==> src/hw/rtl/chm_ram.sv <==
`timescale 1ns / 1ps
// ----------------------------------------------------------------------------
// Generic RAM
// One write port and one read port with registered read data.
// ----------------------------------------------------------------------------
module chm_ram #(
  parameter int WIDTH = 64,
  parameter int DEPTH = 64
) (
  input  logic                     clk,
  input  logic                     we,
  input  logic [$clog2(DEPTH)-1:0] waddr,
  input  logic [WIDTH-1:0]         wdata,
  input  logic [$clog2(DEPTH)-1:0] raddr,
  output logic [WIDTH-1:0]         rdata
);

  logic [WIDTH-1:0] mem [DEPTH];

  // Read data registered; a read of the word being written returns its old value.
  always_ff @(posedge clk) begin
    if (we) begin
      mem[waddr] <= wdata;
    end
    rdata <= mem[raddr];
  end

endmodule

==> config.mk <==
export PLATFORM = sky130hd
export DESIGN_NAME = chm_ram
export DESIGN_NICKNAME = d
export VERILOG_FILES = /design/src/hw/rtl/chm_ram.sv
export SDC_FILE = /design/constraint.sdc
export NUM_CORES = 2
export LEC_CHECK = 0
export BUFFER_PORTS_ARGS = -buffer_cell sky130_fd_sc_hd__buf_2
export CAP_MARGIN = 25
export CORE_MARGIN = 4
export CORE_UTILIZATION = 30
export DETAILED_ROUTE_END_ITERATION = 6
export GPL_TIMING_DRIVEN = 0
export HOLD_SLACK_MARGIN = 0.05
export SYNTH_ARGS = -nofsm -noshare
export SYNTH_HDL_FRONTEND = slang
export SYNTH_SLANG_ARGS = --single-unit
==> constraint.sdc <==
create_clock -name clk -period 9.8 [get_ports clk]
set_input_delay 1.96 -clock clk [delete_from_list [all_inputs] [get_ports clk]]
set_output_delay 1.96 -clock clk [all_outputs]
set_load 0.01 [all_outputs]
==> key figures <==
Status
  – Status: completed

Pwr
  – Pwr Density: 201 nW/um^2
  – Peak VDD IR: between 0.15 and 0.2 mV
  – Internal power: 29100 uW
  – Total chip power: 37200 uW
  – Switching part of the total power: a little over a fifth
  – Leakage: 0.0570 uW
  – Combinational Power Share: ~5.5%
  – Clock power frac: 41.4%
  – NetSw: 8100 uW
  – Sequential Power Share: 53.1%

Critical path
  – Max stage delay cell, worst path: nand2_1
  – Worst path max stage delay: 920 ps
  – CP Data Required Time: 10560 ps
  – Critical path class: input pin to register
  – Startpoint class of the critical path: input pin
  – Worst-path maximum fanout: 10
  – Critical path, cell by cell: clkbuf_1 > nand2_1 > clkbuf_1 > o22ai_1 > a31oi_1 > buf_4 > a211oi_1
  – Worst EP arrival: 6100 ps
  – Most frequent CP cell: clkbuf_1
  – Critical Path End Type: register
  – R2r setup slk: 6950 ps

Logic synthesis
  – Post-Synthesis Mean Instance Area: 23.7 um^2
  – Yosys top cell by area: edfxtp_1
  – Mapped cell area: 156000 um^2
  – Post-synth top area share: 78.7%
  – Synth Register Bits: approximately 4200
  – Synth cell types: 33
  – Syn nets: 6676
  – Seq/Total Area, Yosys: 79.5%
  – Synth warn: 0
  – Synth Instances: 6598
  – Top cells by area, synth: edfxtp_1 79%, mux4_2 15%, mux2i_1 0.86%

Routing
  – WL/cell: 30.6 um
  – Final WL: 450 mm
  – Post-route ant nets: 0
  – DRT Pass-1 Iters: 6
  – 1st-iter DRT viols: 10200
  – Vias/cell: 5.18
  – DRC violations left: 0
  – Via count: between 70000 and 80000

CTS
  – # H-tree levels: 5
  – Cts bufs inserted: 405
  – Post-CTS Setup Bufs: 0
  – Skew-Pair Late Insertion Delay: 990 ps
  – Hold-fix buffers, CTS: 0
  – Clock sinks: 4160
  – CTS max path bufs: 4
  – CTS resizes: 0
  – CTS tree: done
  – CTS root buffer: clkbuf_16
  – Clk slew on worst S/H paths: 60 ps

STA
  – Relative slew margins: 20.1%
  – Slew Limit Fails: 0
  – RSZ-0062 raised after global routing: false
  – Minimum clock period: roughly 5300 ps
  – Final hold slack: 947 ps
  – Final number of setup-violating endpoints: 0
  – Final Worst Setup Slack: about 4500 ps
  – Final worst-path cycle share: 54.6%
  – Final Hold Viols: 0
  – Max Fclk: between 0.15 and 0.2 GHz
  – Max Clock Skew: 56.0 ps
  – Measured slew at the worst slew-check pin: between 1000 and 1500 ps

Global routing
  – Total congestion overflow: 0
  – Antenna violations before repair: slightly above 70
  – Largest net degree at the start of global routing: 65
  – First-pass GRT wire length: 622 mm
  – GRT Overall Usage: 16.5%
  – Vias in the first global route: between 70000 and 80000

Final layout
  – Synth-to-layout area growth: 18.3%
  – Finished Layout Cells: 14700
  – Fin util: 35.7%
  – Layout Nets: 7520
  – Fillers: 46700
  – Share of layout cells above drive strength 1: 30.1%

Placement
  – Final Wtd Congestion: approximately 0.81
  – Dpl ws: 3550 ps
  – Placed Cells: 13900
  – # port buffers: 133
  – DP HPWL: 308 mm

Floorplan
  – IO Count: roughly 140
  – Die X: 730 um
  – Die height: 730 um
  – Num rows: 264
  – Starting Density: 30.2%
  – DIE AREA: about 530000 um^2
  – Core Area: 518000 um^2

Min path
  – Hold Path Class: register to register

Job
  – Max-cap violations: 0
==> sequential cells by signal, indices dropped and copies added, names as in the netlist <==
register  cells
mem        4096
rdata        64
==> synthesized netlist by cell type (all sizes together) <==
cell,instances
a211oi,63
a22o,88
a22oi,168
a2bb2oi,19
a31o,1
a31oi,18
a41oi,26
and2,3
and3,64
buf,230
clkbuf,140
dfxtp,64
edfxtp,4096
inv,19
mux2i,135
mux4,1024
nand2,58
nand2b,11
nand3,45
nand3b,2
nand4,2
nand4b,1
nor2,112
nor2b,28
nor3,2
o221ai,38
o22ai,83
or2,28
or3,29
or3b,1
==> final cells by class <==
class	instances	area, um^2	area share, %
tap	6916	8650	4.68
multi-input combinational	2049	30700	16.6
clock buffer	508	10700	5.77
antenna	19	47.5	0.0257
clock inverter	240	2300	1.24
timing repair buffer	437	6460	3.49
inverter	19	71.3	0.0386
sequential	4160	124000	67.2
buffer	370	1780	0.964
==> critical path: cells and delay by family <==
| family | cells | cell delay, ps |
|---|---|---|
| AOI/OAI and AO/OA | 3 | 1650 |
| buffers and inverters | 3 | 1550 |
| and+or+nand+nor | 1 | 920 |
==> worst paths after layout <==
| path | start | to | cells past startpoint |
|---|---|---|---|
| worst max-delay path | raddr[4] | rdata[38]$_DFF_P_ | 7 |
| worst min-delay path | mem[55][28]$_DFFE_PP_ | rdata[28]$_DFF_P_ | 4 |
| worst max register to register | mem[59][15]$_DFFE_PP_ | rdata[15]$_DFF_P_ | 5 |
| worst min register to register | mem[55][28]$_DFFE_PP_ | rdata[28]$_DFF_P_ | 4 |
==> power by group through the flow <==
| stage | Combinational, uW | Clock [uW] | Sequential, uW |
|---|---|---|---|
| 3_3_place_gp | 1900 | 0 | 20100 |
| 2_1_floorplan | 917 | 0 | 20100 |
| 3_5_place_dp | 2020 | 0 | 20100 |
| 5_1_grt | 2140 | 16400 | 19700 |
| 4_1_cts | 2030 | 15700 | 19700 |
| 6_report | 2050 | 15400 | 19700 |
==> layer usage <==
layer | global-route usage [%] | up-vias | wire length (um)
met5 | 0 | - | 162
met4 | 6.58 | 26 | 20200
met3 | 3.57 | 842 | 41900
met2 | 27.5 | 4109 | 221000
met1 | 21.0 | 41100 | 167000
li1 | - | 30200 | -
==> placed cells by master (no fill, tap or decap), types with 28 or more instances in the layout <==
| cell | synthesis | final |
|---|---|---|
| edfxtp_1 | 4096 | 4096 |
| mux4_2 | 1024 | 1024 |
| clkbuf_16 | 0 | 410 |
| buf_2 | 170 | 305 |
| clkbuf_1 | 140 | 227 |
| buf_12 | 0 | 214 |
| a22oi_1 | 168 | 168 |
| mux2i_1 | 135 | 135 |
| a22o_1 | 88 | 88 |
| o22ai_1 | 83 | 83 |
| clkinv_1 | 0 | 82 |
| clkinv_2 | 0 | 79 |
| and3_1 | 64 | 64 |
| dfxtp_1 | 64 | 64 |
| a211oi_1 | 63 | 63 |
| nor2_4 | 0 | 62 |
| buf_4 | 34 | 58 |
| nand2_1 | 58 | 58 |
| nor2_1 | 112 | 49 |
| nand3_1 | 45 | 45 |
| o221ai_1 | 38 | 38 |
| bufinv_16 | 0 | 36 |
| buf_16 | 0 | 36 |
| or3_1 | 29 | 29 |
| or2_2 | 28 | 28 |
| nor2b_1 | 28 | 28 |
==> cell families after synthesis <==
| family | after synthesis | share of synthesized area [%] |
|---|---|---|
| AOI/OAI and AO/OA | 504 | 2.48 |
| buffers and inverters | 389 | 1.18 |
| DFF | 4160 | 79.5 |
| muxes | 1159 | 15.6 |
| and+or+nand+nor | 386 | 1.24 |
==> metrics by stage <==
stage | cell area, um^2 | TNS (ps)
detailed placement | 171000 | 0
global placement | 166000 | -885060
floorplan | 156000 | 0
global route | 185000 | 0
CTS | 184000 | 0
finish | 185000 | 0
(Power assumes the default switching activity.)
