`src/hw/rtl/chm_pkg.sv`:
```
`timescale 1ns / 1ps
// ----------------------------------------------------------------------------
// Convex hull package
// Shared sizes, the point type, the point order and the structs that travel
// between the loader, the job queue and the hull engine.
// ----------------------------------------------------------------------------
package chm_pkg;

  localparam int MAX_POINTS = 64;
  localparam int COORD_BITS = 32;
  localparam int IO_W       = 32;
  localparam int PT_AW      = $clog2(MAX_POINTS);
  localparam int CNT_W      = $clog2(MAX_POINTS + 1);
  localparam int HULL_DEPTH = 2 * MAX_POINTS;
  localparam int HULL_AW    = $clog2(HULL_DEPTH);
  localparam int K_W        = HULL_AW + 1;
  localparam int PT_W       = 2 * COORD_BITS;
  localparam int DIFF_W     = COORD_BITS + 1;
  localparam int PROD_W     = 2 * DIFF_W;
  localparam int CROSS_W    = PROD_W + 1;

  typedef logic signed [COORD_BITS-1:0] coord_t;

  typedef struct packed {
    coord_t x;
    coord_t y;
  } point_t;

  // One finished point set waiting for the hull engine.
  typedef struct packed {
    logic [CNT_W-1:0] count;
    logic             trunc;
  } job_t;

  // Point store access from the loader.
  typedef struct packed {
    logic             we;
    logic [PT_AW-1:0] waddr;
    point_t           wdata;
    logic [PT_AW-1:0] raddr;
  } pt_port_t;

  // Order by x, then by y.
  function automatic logic pt_less(point_t a, point_t b);
    return (a.x < b.x) || ((a.x == b.x) && (a.y < b.y));
  endfunction

endpackage

```
`src/hw/rtl/chm_queue.sv`:
```
`timescale 1ns / 1ps
// ----------------------------------------------------------------------------
// Job queue
// Two-entry queue of finished point sets between the loader and the engine.
// ----------------------------------------------------------------------------
module chm_queue import chm_pkg::*; (
  input  logic clk,
  input  logic rst,
  input  logic push,
  input  job_t din,
  input  logic pop,
  output logic valid,
  output logic full,
  output job_t dout
);

  job_t       slots [2];
  logic       wptr;
  logic       rptr;
  logic [1:0] fill;

  assign valid = (fill != 2'd0);
  assign full  = (fill == 2'd2);
  assign dout  = slots[rptr];

  // Pointers and fill level.
  always_ff @(posedge clk) begin
    if (rst) begin
      wptr <= 1'b0;
      rptr <= 1'b0;
      fill <= 2'd0;
    end else begin
      if (push) begin
        wptr <= ~wptr;
      end
      if (pop) begin
        rptr <= ~rptr;
      end
      fill <= fill + 2'(push) - 2'(pop);
    end
  end

  // Entry storage.
  always_ff @(posedge clk) begin
    if (push) begin
      slots[wptr] <= din;
    end
  end

endmodule

```
`config.mk`:
```
export PLATFORM = sky130hd
export DESIGN_NAME = chm_queue
export DESIGN_NICKNAME = d
export VERILOG_FILES = /design/src/hw/rtl/chm_pkg.sv /design/src/hw/rtl/chm_queue.sv
export SDC_FILE = /design/constraint.sdc
export NUM_CORES = 1
export LEC_CHECK = 0
export BUFFER_PORTS_ARGS = -buffer_cell sky130_fd_sc_hd__buf_4
export CAP_MARGIN = 10
export CELL_PAD_IN_SITES_DETAIL_PLACEMENT = 1
export CELL_PAD_IN_SITES_GLOBAL_PLACEMENT = 1
export CORE_UTILIZATION = 40
export CTS_CLUSTER_DIAMETER = 200
export DETAILED_ROUTE_END_ITERATION = 10
export GPL_TIMING_DRIVEN = 0
export MAX_ROUTING_LAYER = met4
export PLACE_DENSITY = 0.78
export RECOVER_POWER = 100
export SLEW_MARGIN = 40
export SYNTH_ARGS = -nofsm -noshare
export SYNTH_HDL_FRONTEND = slang
export SYNTH_SLANG_ARGS = --single-unit
```
`constraint.sdc`:
```
create_clock -name clk -period 1.6 [get_ports clk]
set_input_delay 0.16 -clock clk [delete_from_list [all_inputs] [get_ports clk]]
set_output_delay 0.16 -clock clk [all_outputs]
set_load 0.02 [all_outputs]
```
==> results.md, run 1 <==
- Critical path capture point type: output pin
- Sequential-to-total area share from yosys stat: 0.7307
- Clock sinks: 21
- DRC Markers: 0
- Max-slew headroom: 0.4768
- Cell Area, Placed: 983.4 µm²
- Final Slew Violations: 0
- Die ar.: 2168 µm²
- Top cell family by delay on the critical path: buffers and inverters
- Pwr dens: 1130 nW/µm²
- Synth Area per Inst: 17.27 µm²
- FF-to-FF End: slots[0][6]
- Worst Path Required: 1440 ps
- Initial DRC count: 4
- Netlist Area Pre-Place: 794.5 µm²
- First-pass GRT wire length: 1.938 mm
- Worst path arrival time: 1320 ps
- CTS H-tree lvls: 1
- Vias: 433
- Core Region: 1802 µm²
- Hold endpoint: fill[0]
- Cts hold-fix bufs: 0
- Final Cycle Share: 0.9260
- Max Clock Skew: 5.255 ps
- Worst path slowest cell: mux2_1
- Count of yosys warnings during synthesis: 0
- CTS buffer count: 3
- Post-synthesis to final-layout area growth: 23.46%
- Worst flop-to-flop path startpoint: wptr
- Post-Synthesis Cells: 46
- Peak fanout along the critical path: 8
- Initial Util: 0.4410
- Inserted Diodes: 0
- Worst hold start: rst
- Pleak: 0.3872 nW
- Synth cell types: 12
- Flop2flop setup slack: 280 ps
- Via-to-Cell Ratio: 4.510
- Die H: 46.57 µm
- Minimum clock period: 1482 ps
- Clock transition at path regs: 110 ps
- GRT Util Overall: 0.1438
- Synth Register Bits: 21
- Outcome: finished, final reports clean
- Max IR drop VDD: 0.0005604 V
- Setup TNS: 0 ps
- Endpoints failing hold: 0
- DR WL/cell: 13.36 µm
- PortBufs: 21
- Tightest Pin Transition: 783.2 ps
- Initial antenna violation count: 0
- Worst Reg-to-Reg Cells: 1
- Row Count: 15
- HPWL after detailed placement: 931.9 µm
- GRT Residual Overflow: 0
- Die Wd: 46.57 µm
- Crit Path Class: reg -> out
- Max-cap viol count: 0
- Clk root buf: clkbuf_4
- TritonRoute pass-1 iters: 2
- GP Congestion: 0.6329
- CP cell instances: buf_2, mux2_1, clkbuf_2
- TritonCTS clock tree: built
- Largest net degree at the start of global routing: 12
- Worst path max stage delay: 350 ps
- Synthesized Nets: 60
- Final antenna-violating net count: 0
- CTS max path bufs: 2
- # IOs: 22
- Setup Fix Bufs, Post-CTS: 0
- Final Instance Area: 980.9 µm²
- Routed WL: 1.283 mm
- Final nets: 86
- Buf/Inv on CP: 2
- Cells on Worst Hold Path: 2
- CP startpoint kind: flop
- Final Setup Violations: 0
- RSZ-0062 raised after global routing: no
- Quantity of gates resized following cts: 0
- Hold crit path type: in -> reg
- F_max: 0.6749 GHz
- Vias in the first global route: 429
- Fraction of layout cells with a size suffix above 1: 0.3099
- Clock latency on the worst-skew pair: 290 ps
[kinds of logic after synthesis]
group         count (synthesis)  share of synthesized area
fa+ha+maj                     2                    0.03149
mux                           8                     0.1134
flops                        21                     0.7307
simple gates                  9                    0.05827
xor+xnor                      3                    0.05040
buf+inv                       3                    0.01575
[where the power goes]
group | switching [mW] | internal, mW | leakage [nW] | total, mW
registers | 0.0179 | 0.633 | 0.192 | 0.651
clock network | 0.147 | 0.0968 | 0.0150 | 0.244
logic | 0.115 | 0.0977 | 0.180 | 0.213
total | 0.280 | 0.828 | 0.387 | 1.11
[synthesized netlist by cell type]
library cell  count  area share
edfxtp_1         16        0.60
mux2_1            8        0.11
dfxtp_1           5        0.13
nor2_1            4       0.019
nor2b_1           3       0.024
ha_1              2       0.031
inv_1             2      0.0095
xnor2_1           2       0.022
and2_1            1      0.0079
buf_2             1      0.0063
or2_1             1      0.0079
xnor3_1           1       0.028
[routing by layer]
metal	global-route usage	share of wire
met4	0.08824	0.011
met2	0.2361	0.54
met5	-	0
met3	0.03137	0.056
met1	0.1562	0.39
[state kept, by name, indices dropped and copies added, names as in the netlist, named ones only]
register / cells
fill: 2
rptr: 1
slots: 16
wptr: 1
[layout make-up]
| cell class | instances | area, µm² |
|---|---|---|
| Sequential cell | 21 | 580.6 |
| Multi-Input combinational cell | 22 | 201.4 |
| Tap cell | 25 | 31.28 |
| Inverter | 2 | 7.507 |
| Fill cell | 188 | 820.8 |
| Buffer | 1 | 5.005 |
| Timing Repair Buffer | 21 | 128.9 |
| Clock buffer | 4 | 26.28 |
[stage by stage]
stage / power [mW] / instances / hold slack, ps / utilization / setup WS, ps
floorplan: 0.8034 / 46 / 231.6 / - / 467.5
global placement: 0.8960 / 92 / 345.3 / 0.5458 / 322.1
detailed placement: 0.9060 / 92 / 350.6 / 0.5458 / 279.4
CTS: 1.153 / 96 / 32.65 / 0.5604 / 82.38
global route: 1.165 / 96 / 36.44 / 0.5444 / 43.68
finish: 1.108 / 96 / 53.02 / 0.5444 / 118.4
[cells in the final DEF (no fill, tap or decap), drive strengths merged]
| master | n |
|---|---|
| clkbuf | 21 |
| edfxtp | 16 |
| mux2 | 8 |
| dfxtp | 5 |
| buf | 5 |
| nor2 | 4 |
| nor2b | 3 |
| inv | 2 |
| xnor2 | 2 |
| ha | 2 |
| and2 | 1 |
| or2 | 1 |
| xnor3 | 1 |
[worst max-delay path by stage]
stage	end	slack (ps)	start	cells after the start
6_report	dout[1]	120	flop	3
5_1_grt	dout[1]	40	flop	3
4_1_cts	dout[3]	80	flop	3
3_5_place_dp	slots[0][5]	280	wptr	1
3_3_place_gp	slots[0][6]	320	wptr	1
2_1_floorplan	fill[1]	470	fill[0]	6
(Power assumes the default switching activity.)
==> run 2, diff against run 1 <==
Settings changed: CORE_MARGIN from default to 8.
==> results.md, run 2 (synthesis results as in run 1) <==
- Crit Path Class: reg -> out
- # fillers: 203 (+8.0%)
- Max Clock Skew: 2.519 ps (-2.736 ps)
- Multi-input gate area: 201.4 µm² (unchanged)
- Minimum clock period: 1505 ps (+23.10 ps)
- Worst path slowest cell: mux2_1
- Quantity of gates resized following cts: 0 (unchanged)
- Outcome: finished, final reports clean
- Initial DRC count: 3 (-1)
- Die H: 60.57 µm (+30%)
- RSZ-0062 raised after global routing: no
- Row Count: 16 (+1)
- Hold endpoint: rptr
- Largest net degree at the start of global routing: 14 (+2)
- Max IR drop VDD: 0.0006092 V (+8.7%)
- HPWL after detailed placement: 1.115 mm (+20%)
- Top Registers: slots: 16 flops, fill: 2 flops
- Hold crit path type: in -> reg
- Max-cap viol count: 0 (unchanged)
- FF-to-FF End: slots[0][5]
- CTS max path bufs: 2 (unchanged)
- Final antenna-violating net count: 0 (unchanged)
- Final nets: 86 (unchanged)
- TritonRoute pass-1 iters: 4 (+2)
- Most common cell after layout, fill and taps aside: edfxtp_1
- Cells on Worst Hold Path: 2 (unchanged)
- Largest register FFs: 16 (unchanged)
- GP Congestion: 0.6085 (-3.9%)
- # IOs: 22 (unchanged)
- First-pass GRT wire length: 2.304 mm (+19%)
- CTS buffer count: 3 (unchanged)
- Setup TNS: 0 ps (unchanged)
- DRC Markers: 0 (unchanged)
- Clk root buf: clkbuf_4
- Max-slew headroom: 0.5055 (+0.02873)
- Reg area: 580.6 µm² (unchanged)
- Flop2flop setup slack: 310 ps (+30 ps)
- Worst Path Required: 1440 ps (about the same)
- Worst Reg-to-Reg Cells: 1 (unchanged)
- Inserted Diodes: 0 (unchanged)
- GRT Util Overall: 0.09140 (-0.05243)
- Pwr dens: 1125 nW/µm² (-0.38%)
- Die ar.: 3668 µm² (+69%)
- TritonCTS clock tree: built
- Most frequent cells in the layout: 16 x edfxtp_1, 11 x clkbuf_4, 8 x mux2_1, 6 x buf_4
- Initial antenna violation count: 0 (unchanged)
- Post-synthesis to final-layout area growth: 25.35%
- Final WS setup: 95.26 ps (-23.10 ps)
- PortBufs: 21 (unchanged)
- Core Region: 1922 µm² (+6.7%)
- Critical path capture point type: output pin
- GRT Residual Overflow: 0 (unchanged)
- Clock sinks: 21 (unchanged)
- Via-to-Cell Ratio: 4.418 (-2.0%)
- F_max: 0.6646 GHz (-1.5%)
- Vias in the first global route: 512 (+19%)
- Clock latency on the worst-skew pair: 290 ps (about the same)
- Worst path arrival time: 1340 ps (+20 ps)
- Worst flop-to-flop path startpoint: wptr
- Initial Util: 0.4134 (-0.02756)
- Fraction of layout cells with a size suffix above 1: 0.3380 (+0.02817)
- Final Cycle Share: 0.9405 (+0.01444)
- Die Wd: 60.57 µm (+30%)
- Endpoints failing hold: 0 (unchanged)
- DR WL/cell: 14.30 µm (+7.0%)
- Worst path max stage delay: 350 ps (about the same)
- Final Slew Violations: 0 (unchanged)
- Pleak: 0.3900 nW (+0.73%)
- Setup slack at placement: 294.5 ps (+15.07 ps)
- Cts hold-fix bufs: 0 (unchanged)
- Top reg by flops: slots
- Routed WL: 1.401 mm (+9.2%)
- CP startpoint kind: flop
- Worst hold start: rst
- Vias: 433 (unchanged)
- Clock transition at path regs: 110 ps (about the same)
- Power Total: 1.121 mW (+1.1%)
- CP cell instances: buf_2, mux2_1, buf_4
- Peak fanout along the critical path: 8 (unchanged)
- Final Setup Violations: 0 (unchanged)
- Setup Fix Bufs, Post-CTS: 0 (unchanged)
- Tightest Pin Transition: 740.2 ps (-43.00 ps)
- CTS H-tree lvls: 1 (unchanged)
run 2: final cells by class:
class | count | share of cell area
buffer | 1 | 0.005025
clock buffer | 3 | 0.02261
clock inverter | 1 | 0.007538
inverter | 2 | 0.007538
multi-input combinational | 22 | 0.2023
sequential | 21 | 0.5829
tap | 27 | 0.03392
timing repair buffer | 21 | 0.1382
run 2: worst max-delay path by stage:
| stage | startpoint | endpoint | slack [ps] | cells past startpoint |
|---|---|---|---|---|
| 2_1_floorplan | fill[0] | fill[1] | 470 | 6 |
| 4_1_cts | flop | dout[3] | 60 | 3 |
| 3_3_place_gp | wptr | slots[0][7] | 330 | 1 |
| 3_5_place_dp | wptr | slots[0][0] | 290 | 1 |
| 5_1_grt | flop | dout[3] | 9 | 3 |
| 6_report | flop | dout[0] | 100 | 3 |
run 2: through the flow:
stage                     cell area (µm²)  hold slack, ps  cells    util
after floorplan                     794.5           231.6     46       -
after global placement              985.9           344.9     94  0.5130
after detailed placement            985.9           348.5     94  0.5130
after CTS                            1016           31.38     98  0.5286
after global routing                996.0           41.43     98  0.5182
final                               996.0           50.89     98  0.5182
run 2: routing by layer:
metal / part of all wire / track usage / vias to the layer above
li1: - / - / 212
met1: 0.38 / 0.08417 / 207
met2: 0.56 / 0.1644 / 12
met3: 0.034 / 0.01483 / 2
met4: 0.019 / 0.06977 / 0
met5: 0 / - / -
run 2: report_power, final:
part / internal (mW) / total (mW) / switching, mW
Combinational: 0.102 / 0.220 / 0.118
Clock: 0.0949 / 0.250 / 0.155
Sequential: 0.633 / 0.651 / 0.0177
Total: 0.830 / 1.12 / 0.291
run 2: worst max-delay path, delay by kind of cell, from the launching register on:
family / cells / cell delay (ps)
buf+inv: 2 / 370
mux: 1 / 350
flops: 1 / 330
