### config.mk
export PLATFORM = sky130hd
export DESIGN_NAME = chm_front
export DESIGN_NICKNAME = d
export VERILOG_FILES = /design/src/hw/rtl/chm_pkg.sv /design/src/hw/rtl/chm_front.sv
export SDC_FILE = /design/constraint.sdc
export NUM_CORES = 1
export LEC_CHECK = 0
export BUFFER_PORTS_ARGS = -buffer_cell sky130_fd_sc_hd__clkbuf_2
export CAP_MARGIN = 0
export CORE_ASPECT_RATIO = 1.75
export CORE_UTILIZATION = 25
export CTS_CLUSTER_SIZE = 28
export DETAILED_ROUTE_END_ITERATION = 8
export PLACE_DENSITY = 0.51
export REMOVE_ABC_BUFFERS = 1
export SYNTH_ARGS = -nofsm -noshare
export SYNTH_HDL_FRONTEND = slang
export SYNTH_SLANG_ARGS = --single-unit
### constraint.sdc
create_clock -name clk -period 2.94 [get_ports clk]
set_input_delay 0.441 -clock clk [delete_from_list [all_inputs] [get_ports clk]]
set_output_delay 0.441 -clock clk [all_outputs]
set_load 0.02 [all_outputs]
### src/hw/rtl/chm_pkg.sv
`timescale 1ns / 1ps
// ----------------------------------------------------------------------------
// Convex hull package
// Shared sizes, the point type, the point order and the structs that travel
// between the loader, the job queue and the hull engine.
// ----------------------------------------------------------------------------
package chm_pkg;

  localparam int MAX_POINTS = 64;
  localparam int COORD_BITS = 32;
  localparam int IO_W       = 32;
  localparam int PT_AW      = $clog2(MAX_POINTS);
  localparam int CNT_W      = $clog2(MAX_POINTS + 1);
  localparam int HULL_DEPTH = 2 * MAX_POINTS;
  localparam int HULL_AW    = $clog2(HULL_DEPTH);
  localparam int K_W        = HULL_AW + 1;
  localparam int PT_W       = 2 * COORD_BITS;
  localparam int DIFF_W     = COORD_BITS + 1;
  localparam int PROD_W     = 2 * DIFF_W;
  localparam int CROSS_W    = PROD_W + 1;

  typedef logic signed [COORD_BITS-1:0] coord_t;

  typedef struct packed {
    coord_t x;
    coord_t y;
  } point_t;

  // One finished point set waiting for the hull engine.
  typedef struct packed {
    logic [CNT_W-1:0] count;
    logic             trunc;
  } job_t;

  // Point store access from the loader.
  typedef struct packed {
    logic             we;
    logic [PT_AW-1:0] waddr;
    point_t           wdata;
    logic [PT_AW-1:0] raddr;
  } pt_port_t;

  // Order by x, then by y.
  function automatic logic pt_less(point_t a, point_t b);
    return (a.x < b.x) || ((a.x == b.x) && (a.y < b.y));
  endfunction

endpackage

### src/hw/rtl/chm_front.sv
`timescale 1ns / 1ps
// ----------------------------------------------------------------------------
// Point loader
// Takes one point per word and inserts it into the point store in sorted
// order, so the store is already sorted when the last point arrives. On the
// last point it hands the set size and the overflow flag to the job queue.
// ----------------------------------------------------------------------------
module chm_front import chm_pkg::*; (
  input  logic                  clk,
  input  logic                  rst,
  input  logic                  take,
  input  logic signed [IO_W-1:0] px,
  input  logic signed [IO_W-1:0] py,
  input  logic                  final_point,
  input  point_t                rdata,
  output pt_port_t              port,
  output logic                  active,
  output logic                  job_push,
  output job_t                  job
);

  typedef enum logic [3:0] {
    F_IDLE = 4'b0001,
    F_RD   = 4'b0010,
    F_CMP  = 4'b0100,
    F_FIN  = 4'b1000
  } fstate_t;

  fstate_t          state, state_next;
  logic [CNT_W-1:0] count;
  logic             overflow;
  logic [PT_AW-1:0] j;
  point_t           vin;
  logic             fin;
  logic             stored;

  assign active = (state != F_IDLE);

  // Insertion walk: read the entry below, shift it up or write the new point.
  always_comb begin
    state_next    = state;
    port.we       = 1'b0;
    port.waddr    = j;
    port.wdata    = vin;
    port.raddr    = j - 1'b1;
    job_push      = 1'b0;
    job.count     = count + CNT_W'(stored);
    job.trunc     = overflow;
    unique case (state)
      F_IDLE: begin
        if (take) begin
          state_next = (count == CNT_W'(MAX_POINTS)) ? F_FIN : F_RD;
        end
      end
      F_RD: begin
        if (j == '0) begin
          port.we    = 1'b1;
          state_next = F_FIN;
        end else begin
          state_next = F_CMP;
        end
      end
      F_CMP: begin
        port.we = 1'b1;
        if (pt_less(vin, rdata)) begin
          port.wdata = rdata;
          state_next = F_RD;
        end else begin
          state_next = F_FIN;
        end
      end
      F_FIN: begin
        job_push   = fin;
        state_next = F_IDLE;
      end
      default: state_next = F_IDLE;
    endcase
  end

  // Control registers.
  always_ff @(posedge clk) begin
    if (rst) begin
      state    <= F_IDLE;
      count    <= '0;
      overflow <= 1'b0;
    end else begin
      state <= state_next;
      if (state == F_IDLE && take && count == CNT_W'(MAX_POINTS)) begin
        overflow <= 1'b1;
      end
      if (state == F_FIN) begin
        if (fin) begin
          count    <= '0;
          overflow <= 1'b0;
        end else begin
          count <= count + CNT_W'(stored);
        end
      end
    end
  end

  // Payload registers.
  always_ff @(posedge clk) begin
    if (state == F_IDLE && take) begin
      vin    <= '{x: px[COORD_BITS-1:0], y: py[COORD_BITS-1:0]};
      fin    <= final_point;
      stored <= (count != CNT_W'(MAX_POINTS));
      j      <= count[PT_AW-1:0];
    end else if (state == F_CMP && pt_less(vin, rdata)) begin
      j <= j - 1'b1;
    end
  end

endmodule

==> impl_metrics.ini, run 1 <==
[status]
outcome = complete, but fails checks
failed_checks = negative setup slack

[global_route]
antenna_found_initial = 1
grt_pass1_wl_um = 23100
grt_max_degree = 53
grt_usage = 0.136
grt_pass1_vias = 4628
overflow = 0

[yosys]
synthArstFlopShare = 0
yosysTopAreaCellShare = 0.386
ys_warn_count = 0
synth_edf_count = 72
ys_seq_area_frac = 0.429
syn_avg_cell_area_um2 = 11.6
yosys.area.top_type = edfxtp_1
synthSimpleGateAreaFrac = 0.0928
ys_top_cells_by_count = 76 x inv_1, 72 x edfxtp_1, 66 x ha_1
postSynthCellCount = 483
synth_most_common_cell = inv_1
synth-xor-area-share = 0.0141
synth_area_leaders = edfxtp_1 39%, ha_1 15%, mux2_4 10%
synth.lib_cells_used.distinct = 54
syn_area_um2 = 5590
synthAdderAreaFrac = 0.148
ys.flop_type = edfxtp_1
synth.area.mux_share = 0.160
ys_ff_latch = 84
synth_compound_area_frac = 0.0819
synth_top_family_by_area = multiplexers

[worst_setup_path]
worstSetupStartpoint = vin[59]
cp.required_ns = 2.50
reg2reg_depth = 14
r2r_start = vin[59]
worstSetupEndpointType = output pin
worst-path-stages = 13
critPathArrivalTime_ns = 3.41
rrSetupSlack_ns = -0.26
cp.buffers_inverters = 5
path_common_cell = buf_12
crit_family = buffers and inverters
slowest_stage = edfxtp_1
critical_path.max_stage_delay_ns = 0.43
critPathLaunchType = flop
timing.rr.end = j[3]
crit_fanout = 8
cp_cell_sequence = ha_4 -> nand4_1 -> nor3_2 -> buf_4 -> a221oi_4 -> o221ai_2 -> nor4bb_4 -> o311ai_4 -> buf_6 -> buf_12 -> buf_12 -> mux2_4 -> buf_8
crit_type = flop to output pin
worstSetupEndpoint = port[16]

[power_and_ir_drop]
power_frac_clock = 0.236
p_sw_frac = 0.345
power.share.combinational = 0.417
netSwitchingPower_uw = 1750
powerDensity_nw_per_um2 = 594
share_seq_of_total_power = 0.347
p_int_uw = 3310
p_leak_uw = 0.00422
max-vdd-ir-drop_v = 0.000452

[timing]
period_share = 1.31
fin_crit_ns = 3.85
hold_ws_ns = 0.265
tightest_slew_ns = 0.529
clock_skew_ns = 0.0102
final_max_slew_viol_count = 0
slew_headroom = 0.646
fmaxAchievable_ghz = 0.260
hold_viol_final = 0
setup_viol = 71
fin_ws_ns = -0.911
rsz0062_at_grt = yes

[place]
io_buffers = 218
placed_cell_area_um2 = 7500
place_congestion = 0.770
dpl.hpwl_um = 12700
dpl.cell_count = 1053

[min_path]
holdCritPathClass = primary input to flop

[finish]
nFillCells = 2269
design_area_um2 = 8500
area_growth_pct = 52.0
nNetsFinal = 979
final_cells = 1083
drive_gt1_frac = 0.531

[routing]
vias_per_cell = 4.33
routed_wl_um = 16100
dr.pass1.iters = 4
drtAntennaViolNets = 0
drc_errors = 0
drt_iter0_drc = 87
wl_per_cell_um = 14.8
via_count = 4684

[cts]
htreeDepth = 3
cts_tree = yes
cts-root-buf = clkbuf_16
cts_made_buffers = 9
clockBufferDepth = 2
clk_latency_ns = 0.35
clock-sinks = 84
postCtsHoldBufs = 0
path_clk_slew_ns = 0.07

[floorplan]
dieHeight_um = 200
rows = 72
floorplan.die.width_um = 115
die_area_um2 = 23000
start_util = 0.254
num_io_pins = 219
core_area_um2 = 22000

[job]
cap_violations = 0
-- timing repair --
| item | 4_1_cts | 5_1_grt |
|---|---|---|
| pin swaps | 9 | 11 |
| buffers inserted | 9 | 2 |
| gates cloned | 2 | 2 |
| gates resized for setup | 28 | 120 |
| setup endpoints to repair | 72 | 71 |
-- per-stage QoR --
step	utilization	TNS (ns)	setup WS, ns	total power, µW
3_5_place_dp	0.341	-67.52	-1.02	3650
2_1_floorplan	-	-137.57	-1.98	2850
3_3_place_gp	0.341	-67.99	-1.04	3640
5_1_grt	0.387	-64.90	-1.01	5360
4_1_cts	0.368	-57.70	-0.932	4960
6_report	0.387	-57.71	-0.911	5050
-- routing by layer --
layer,GRT usage,part of all wire,wire [µm],vias to the layer above
met3,0.0290,0.051,822,23
met5,0,0.00081,13,-
met1,0.130,0.35,5610,2169
li1,-,-,-,2339
met4,0.0635,0.026,424,2
met2,0.269,0.57,9180,151
-- power groups by stage --
stage / Clock [µW] / Combinational, µW / Sequential (µW)
final: 1190 / 2110 / 1750
after global routing: 1280 / 2300 / 1780
after CTS: 1240 / 1970 / 1750
after detailed placement: 0 / 1880 / 1770
after global placement: 0 / 1870 / 1770
after floorplan: 0 / 1080 / 1770
-- worst register-to-register path, delay by kind of cell, from the launching register on --
family / cells / cell delay (ns)
AO/OA/AOI/OAI: 3 / 0.59
buffers and inverters: 6 / 0.87
adder cells (fa/ha/maj): 1 / 0.26
flip-flops: 1 / 0.43
AND/OR/NAND/NOR: 4 / 0.73
-- worst min path at each step --
| stage | startpoint | endpoint | depth (start not counted) |
|---|---|---|---|
| after floorplan | count[0] | count[0] | 2 |
| after global placement | count[6] | count[6] | 2 |
| after detailed placement | count[6] | count[6] | 2 |
| after CTS | py[28] | vin[28] | 1 |
| after global routing | py[30] | vin[30] | 1 |
| final | py[27] | vin[27] | 1 |
-- final cells by class --
type,count,area [µm²],share of cell area
Timing Repair Buffer,300,2050,0.241
Inverter,76,285,0.0335
Clock buffer,11,275,0.0324
Antenna cell,1,2.50,0.000294
Clock inverter,5,40.0,0.00471
Tap cell,296,370,0.0436
Sequential cell,84,2400,0.283
Multi-Input combinational cell,310,3080,0.362
-- flip-flops by register name (all words and copies together) (netlist names) --
| name | count |
|---|---|
| j | 6 |
| count | 7 |
| fin | 1 |
| overflow | 1 |
| vin | 64 |
| stored | 1 |
| state | 4 |
-- logic make-up (layout without fill, tap and decap cells) --
family          after synthesis  count (layout)
other cells                   0               1
fa+ha+maj                    66              66
flops                        84              84
mux                          67              67
buf+inv                      89             392
xor+xnor                      9               9
simple gates                 99              99
compound gates               69              69
-- placed cells by master, fill, tap and decap left out, drive strengths merged, types with 2 or more instances in the layout --
master	netlist	final
nor4b	3	3
ha	66	66
clkinv	0	4
nand2	27	27
and3	2	2
nand3	7	7
nor2b	2	2
a221oi	3	3
nor3	8	8
mux2	67	67
buf	10	115
o311ai	2	2
a2111oi	2	2
dfxtp	12	12
a21o	2	2
o221ai	2	2
o21ai	11	11
o21bai	2	2
o21a	2	2
a22oi	2	2
and4	2	2
inv	76	77
nand4	12	12
nand3b	3	3
edfxtp	72	72
clkbuf	3	196
a21oi	31	31
xor2	5	5
a31oi	2	2
nor2	27	27
xnor2	4	4
(Power assumes the default switching activity.)
==> run 2, diff against run 1 <==
--- a/config.mk
+++ b/config.mk
@@ -5,6 +5,7 @@
 export SDC_FILE = /design/constraint.sdc
 export NUM_CORES = 1
 export LEC_CHECK = 0
+export ABC_AREA = 1
 export BUFFER_PORTS_ARGS = -buffer_cell sky130_fd_sc_hd__clkbuf_2
 export CAP_MARGIN = 0
 export CORE_ASPECT_RATIO = 1.75
==> run 2 against run 1 <==
Largest power group unchanged. Clock-buffer cell count grew 1. Largest cell class unchanged. Critical endpoint is now port[39]. Clock power fell by 13%. Non-clock buffer count is 34 lower. Global-route usage is 2.5 points higher. Clock skew is 0.0027 ns higher. First-iteration DRC count rose by 28%. Combinational power rose by 32%. The flow still finishes with violations (negative setup slack). Critical path type unchanged.
==> impl_metrics.ini, run 2 <==
[status]
outcome = complete, but fails checks
failed_checks = negative setup slack

[floorplan]
dieHeight_um = 199
start_util = 0.257
num_io_pins = 219
core_area_um2 = 21600
rows = 71
die_area_um2 = 22800
floorplan.die.width_um = 115

[power_and_ir_drop]
p_int_uw = 3460
power.share.combinational = 0.492
p_sw_frac = 0.387
netSwitchingPower_uw = 2180
powerDensity_nw_per_um2 = 673
max-vdd-ir-drop_v = 0.000388
p_leak_uw = 0.00429
power_frac_clock = 0.185
share_seq_of_total_power = 0.323

[routing]
dr.pass1.iters = 4
drtAntennaViolNets = 0
drt_iter0_drc = 111
via_count = 5339
drc_errors = 0
routed_wl_um = 18500
wl_per_cell_um = 15.2
vias_per_cell = 4.37

[worst_setup_path]
reg2reg_depth = 12
critPathArrivalTime_ns = 2.85
cp_cell_sequence = ha_1 -> nand2_2 -> nor2_4 -> nand4_1 -> nor4_4 -> and3_4 -> nand3_4 -> nand2_8 -> buf_12 -> buf_12 -> nand3_1 -> nand2_1 -> clkbuf_8
path_common_cell = buf_12
cp.required_ns = 2.50
critPathLaunchType = flop
crit_fanout = 8
critical_path.max_stage_delay_ns = 0.41
crit_type = flop to output pin
slowest_stage = edfxtp_1
worstSetupEndpointType = output pin

[cts]
cts-root-buf = clkbuf_16
postCtsHoldBufs = 0
cts_made_buffers = 9
cts_tree = yes
htreeDepth = 3
path_clk_slew_ns = 0.07
clock-sinks = 84
clk_latency_ns = 0.34
clockBufferDepth = 2

[global_route]
overflow = 0
grt_pass1_vias = 5348
grt_pass1_wl_um = 27100
grt_usage = 0.161
grt_max_degree = 40
antenna_found_initial = 3

[yosys]
syn_avg_cell_area_um2 = 8.26
synth_area_leaders = edfxtp_1 39%, ha_1 15%, nand2_1 14%
yosys.area.top_type = edfxtp_1
ys.flop_type = edfxtp_1
synth_most_common_cell = nand2_1
ys_top_cells_by_count = 205 x nand2_1, 102 x inv_1, 75 x nand3_1
yosysTopAreaCellShare = 0.390
ys_warn_count = 0
synth.lib_cells_used.distinct = 29
synthArstFlopShare = 0
syn_area_um2 = 5540
synth_edf_count = 72
ys_ff_latch = 84
ys_seq_area_frac = 0.433
postSynthCellCount = 671

[timing]
period_share = 1.12
fin_ws_ns = -0.355
rsz0062_at_grt = yes
slew_headroom = 0.610
final_max_slew_viol_count = 0
fin_crit_ns = 3.29
tightest_slew_ns = 0.585
totalNegativeSetupSlack_ns = -20.05
hold_viol_final = 0
setup_viol = 64
fmaxAchievable_ghz = 0.303
hold_ws_ns = 0.268
clock_skew_ns = 0.0129

[finish]
nFillCells = 2226
design_area_um2 = 8390
final_cell_mix = 183 x nand2_1, 154 x clkbuf_2, 101 x inv_1
drive_gt1_frac = 0.354
largest_reg_flops = 64
area_growth_pct = 51.3
final_common_cell = nand2_1
nNetsFinal = 1123
top_regs = vin (64), count (7), j (6)
top_register = vin

[job]
cap_violations = 0

[place]
io_buffers = 218
dpl.hpwl_um = 13900
placed_cell_area_um2 = 7180
place_congestion = 0.837
pre_cts_ws_ns = -0.300

[min_path]
holdCritPathClass = primary input to flop
hold_path_depth = 1
-- run 2: cell count changes in the layout (fill, tap and decap cells not counted), sizes merged, moves of 4 or more --
cell	change
nand2	+180
nand3	+68
mux2	-67
buf	-41
inv	+25
clkbuf	+8
nand4	-8
a21oi	+5
o21ai	+4
-- run 2: layout make-up --
type / instances / area (µm²) / share of cell area
antenna: 1 / 2.50 / 0.000298
tap: 292 / 365 / 0.0436
inverter: 102 / 383 / 0.0457
multi-input combinational: 462 / 2840 / 0.338
sequential: 84 / 2400 / 0.286
clock inverter: 4 / 18.8 / 0.00224
clock buffer: 12 / 236 / 0.0282
timing repair buffer: 266 / 2140 / 0.255
-- run 2: routing by layer --
layer | routed length, µm | vias up | track usage
met5 | 30 | - | 0
met4 | 590 | 4 | 0.0717
met3 | 816 | 28 | 0.0332
met2 | 10600 | 145 | 0.323
met1 | 6520 | 2440 | 0.151
li1 | - | 2722 | -
-- run 2: power groups by stage --
stage,logic [µW],registers [µW],clock network [µW]
finish,2780,1820,1040
CTS,2610,1830,1080
global placement,2170,1840,0
detailed placement,2180,1850,0
floorplan,1220,1860,0
global route,3040,1850,1120
-- run 2: kinds of logic after synthesis --
| family | Yosys count | synth area share |
|---|---|---|
| simple gates | 327 | 0.247 |
| buf+inv | 125 | 0.0980 |
| flops | 84 | 0.433 |
| fa+ha+maj | 66 | 0.149 |
| compound gates | 60 | 0.0582 |
| xor+xnor | 9 | 0.0142 |
-- run 2: timing repair --
item | CTS | global route
endpoints found under the setup margin | 64 | 64
buffers inserted | 4 | 4
pin swaps | 15 | 35
resized for setup | 128 | 84
gates cloned | 3 | 3
-- run 2: critical path, delay by kind of cell (launching register included) --
kind	cells	cell delay, ns
DFF	1	0.41
adders and majority gates	1	0.32
and+or+nand+nor	9	1.36
buffers and inverters	3	0.43
-- run 2: path summary, 6_finish.rpt --
check / start / end / slack [ns]
max: vin[60] / port[39] / -0.35
max reg2reg: vin[60] / j[0] / 0.26
min reg2reg: count[6] / count[6] / 0.51
min: py[7] / vin[7] / 0.27
-- run 2: through the flow --
step	std cells	util	total power, µW
CTS	1216	0.375	5520
detailed placement	1193	0.333	4020
global route	1223	0.388	6010
floorplan	648	-	3080
finish	1223	0.388	5650
global placement	1193	0.333	4010
